`config.mk`:
```
export PLATFORM = sky130hd
export DESIGN_NAME = lome_ram
export DESIGN_NICKNAME = d
export VERILOG_FILES = /design/src/lome_ram.sv
export SDC_FILE = /design/constraint.sdc
export NUM_CORES = 1
export LEC_CHECK = 0
export BUFFER_PORTS_ARGS = -buffer_cell sky130_fd_sc_hd__buf_4
export CORE_ASPECT_RATIO = 0.5
export CORE_MARGIN = 5
export CORE_UTILIZATION = 50
export DETAILED_ROUTE_END_ITERATION = 8
export GPL_ROUTABILITY_DRIVEN = 0
export PLACE_DENSITY = 0.76
export SETUP_SLACK_MARGIN = 0.02
export SLEW_MARGIN = 40
export SYNTH_ARGS = -nofsm -noshare
export SYNTH_HDL_FRONTEND = slang
export SYNTH_SLANG_ARGS = --single-unit
```
`constraint.sdc`:
```
create_clock -name i_clk -period 1.73 [get_ports i_clk]
set_clock_uncertainty 0.2 [all_clocks]
set_input_delay 0.173 -clock i_clk [delete_from_list [all_inputs] [get_ports i_clk]]
set_output_delay 0.173 -clock i_clk [all_outputs]
set_load 0.02 [all_outputs]
```
`src/lome_ram.sv`:
```
module lome_ram #(
    parameter int WIDTH = 8,
    parameter int DEPTH = 16
) (
    input  logic                     i_clk,
    input  logic                     i_we,
    input  logic [$clog2(DEPTH)-1:0] i_waddr,
    input  logic [WIDTH-1:0]         i_wdata,
    input  logic [$clog2(DEPTH)-1:0] i_raddr,
    output logic [WIDTH-1:0]         o_rdata
);
    logic [WIDTH-1:0] r_mem [DEPTH];
    logic [WIDTH-1:0] r_rdata;

    always_ff @(posedge i_clk) begin
        if (i_we) begin
            r_mem[i_waddr] <= i_wdata;
        end
        r_rdata <= r_mem[i_raddr];
    end

    assign o_rdata = r_rdata;
endmodule

```
==> flow_summary_export.csv <==
group,metric,value,unit
worst_hold_path,min_path_type,"primary input to flop",
global_route,grt_pass1_vias,2657,
floorplan,std_cell_rows,26,
clock_network,root_buffer,"clkbuf_16",
critical_path,rrSetupSlack,0.1,ns
placed_design,dp_hpwl,6430,um
synth,yosysSeqAreaShare,77.8,%
power_and_ir_drop,p_leak,2.16,nW
critical_path,worstPathMaxFanout,1,
synth,ys_warn_count,0,
critical_path,arrival,1.73,ns
timing,fmax,0.612,GHz
clock_network,clockBufferDepth,2,
critical_path,timing.rr.end,"o_rdata[0]",
critical_path,critPathLaunchType,"flop",
route,dr.pass1.iters,5,
route,wl_per_cell,24.1,um
power_and_ir_drop,vdd_drop_max,0.726,mV
floorplan,die_area,0.0125,mm2
timing,hold_violations,0,
critical_path,startpoint,"r_mem[2][0]",
finish,layout.nets,316,
floorplan,pin_count,26,
timing,fin_crit,1.63,ns
clock_network,htree_num_levels,4,
global_route,antenna_found_initial,0,
route,drcViolationCount,0,
worst_hold_path,worstHoldStart,"i_waddr[0]",
clock_network,cts_setup_buffers,0,
synth,ys_seq_elements,136,
floorplan,fp.dieH,81.7,um
clock_network,clock_sinks,136,
timing,period_share,94.4,%
finish,drive_gt1_share,31.2,%
critical_path,end_kind,"flop",
floorplan,die_w,153,um
worst_hold_path,hold_depth,3,
global_route,grt_start_max_net_pins,25,
run_status,status,"finished, final reports clean",
timing,worst_slew_pin_slew,0.430,ns
critical_path,critical_path.cell_chain,"mux4_1, a22oi_2, nand2_1",
finish,area_delta_synth_final,22.1,%
floorplan,start_util,50.9,%
synth,synthArstFlopShare,0,%
critical_path,critPathCapture,"o_rdata[0]",
critical_path,reg2reg_depth,3,
finish,fillCellCount,660,
synth,synth_area_per_cell,22.5,um2
route,vias,2643,
clock_network,insertion_delay,0.42,ns
route,wirelength,10900,um
clock_network,cts_tree,"built",
placed_design,dp_cells,411,
timing,drv_slew,0,
route,drtAntennaViolNets,0,
finish,num_antenna_cells,0,
timing,rsz0062_at_grt,"no",
global_route,track_usage,18.9,%
synth,synth.net_count,247,
critical_path,regToRegStartpoint,"r_mem[2][0]",
critical_path,crit_required,1.83,ns
finish,final_core_util,62.1,%
synth,yosysTopAreaCell,"edfxtp_1",
critical_path,crit_slowest_cell,"mux4_1",
synth,synth_edf_count,128,
finish,fin_area,0.00628,mm2
placed_design,port_buffers,25,
finish,seqCellArea,0.00400,mm2
clock_network,cts.clk_slew.worst_paths,0.05,ns
floorplan,coreArea,0.0101,mm2
finish,multi_input_area,0.00107,mm2
route,drt_iter0_drc,286,
timing,setup_viol,0,
flow_run,cap_violations,0,
power_and_ir_drop,power_density,1190,mW/mm2
global_route,grt_pass1_wl,16400,um
timing,slew_headroom,71.4,%
critical_path,path_class,"flop to flop",
clock_network,cts_buffers,17,
synth,syn_area,0.00515,mm2
synth,synth_ff_type,"edfxtp_1",
synth,synth_area_leaders,"edfxtp_1 (75%), mux4_2 (7.9%), mux4_1 (7.1%)",
critical_path,slowest_delay,0.55,ns
synth,netlist_instances,229,
route,viasPerCell,5.86,
global_route,globalRouteOverflowTotal,0,
finish,stdcell_count,451,
synth,yosys.area.top_type_share,74.7,%
placed_design,postPlaceCellArea,0.00566,mm2
synth,synth.distinct_cells,19,
## timing repair
item                                    in CTS  in global routing
resized for setup                            0                  1
hold buffers                                 8                  0
endpoints found under the hold margin      128                  0
endpoints found under the setup margin       0                  1
## cell families after synthesis
group                  count (synthesis)  share of synthesized area, %
muxes                                 32                          15.0
AOI/OAI and AO/OA                     16                          2.33
DFF                                  136                          77.8
buffers and inverters                 10                          1.68
and+or+nand+nor                       35                          3.18
## metrics by stage
stage	worst slack (ns)	TNS, ns	total power [mW]	hold WS (ns)
floorplan	0.0909	0	3.98	0.0719
global placement	-0.0878	-0.237	4.16	0.272
detailed placement	-0.0954	-0.323	4.18	0.299
CTS	0.0276	0	7.51	0.0689
global route	0.0422	0	7.69	0.0743
finish	0.0961	0	7.46	0.0883
## cells in the mapped netlist (2+ instances only)
cell type and instances:
clkdlybuf4s25_2 3, nand3b_1 2, nor2_1 13, mux4_1 14
nand2_1 9, a22oi_1 16, mux4_2 18, nor3_1 4
buf_6 3, edfxtp_1 128, nand2b_1 2, dfxtp_1 8
buf_2 3
## cell usage in the layout (no fill, tap or decap), types with 2 or more instances in the layout
| cell | count |
|---|---|
| a22oi_1 | 15 |
| buf_12 | 2 |
| buf_4 | 50 |
| bufinv_16 | 2 |
| clkbuf_16 | 17 |
| clkinv_1 | 7 |
| clkinv_2 | 4 |
| dfxtp_1 | 8 |
| dlygate4sd3_1 | 8 |
| edfxtp_1 | 128 |
| mux4_1 | 14 |
| mux4_2 | 18 |
| nand2_1 | 9 |
| nand2b_1 | 2 |
| nand3b_1 | 2 |
| nor2_1 | 13 |
| nor3_1 | 3 |
## state kept, by name, indices dropped and copies added, names as in the netlist
name,count
o_rdata,8
r_mem,128
## worst max-delay path, delay by kind of cell (launching register included)
| family | cells | cell delay (ns) |
|---|---|---|
| compound gates | 1 | 0.26 |
| flops | 1 | 0.41 |
| mux | 1 | 0.55 |
| simple gates | 1 | 0.10 |
## power by group
group / switching [mW] / total [mW] / internal (mW)
combinational: 0.231 / 0.427 / 0.196
clock: 1.25 / 3.31 / 2.07
sequential: 0.0284 / 3.71 / 3.69
total: 1.51 / 7.46 / 5.95
## metal layers
layer,track usage (%),up-vias,routed length (um)
met5,0,-,0
met4,6.52,0,176
met3,7.79,21,921
met2,29.0,132,5020
met1,25.0,1378,4740
li1,-,1112,-
## cell type report
class	instances	area share, %
repair buffers	60	7.88
flip-flops and latches	136	63.7
clock buffers	18	6.83
well taps	140	2.79
clock inverters	14	1.81
multi-input cells	83	17.0
## worst min-delay path by stage
stage	endpoint	slack, ns
after CTS	r_mem[0][6]	0.07
after detailed placement	r_mem[5][3]	0.30
after global placement	r_mem[10][1]	0.27
after floorplan	r_mem[0][0]	0.07
after global routing	r_mem[0][5]	0.07
final	r_mem[0][6]	0.09
Power figures use the tool's default switching activity.
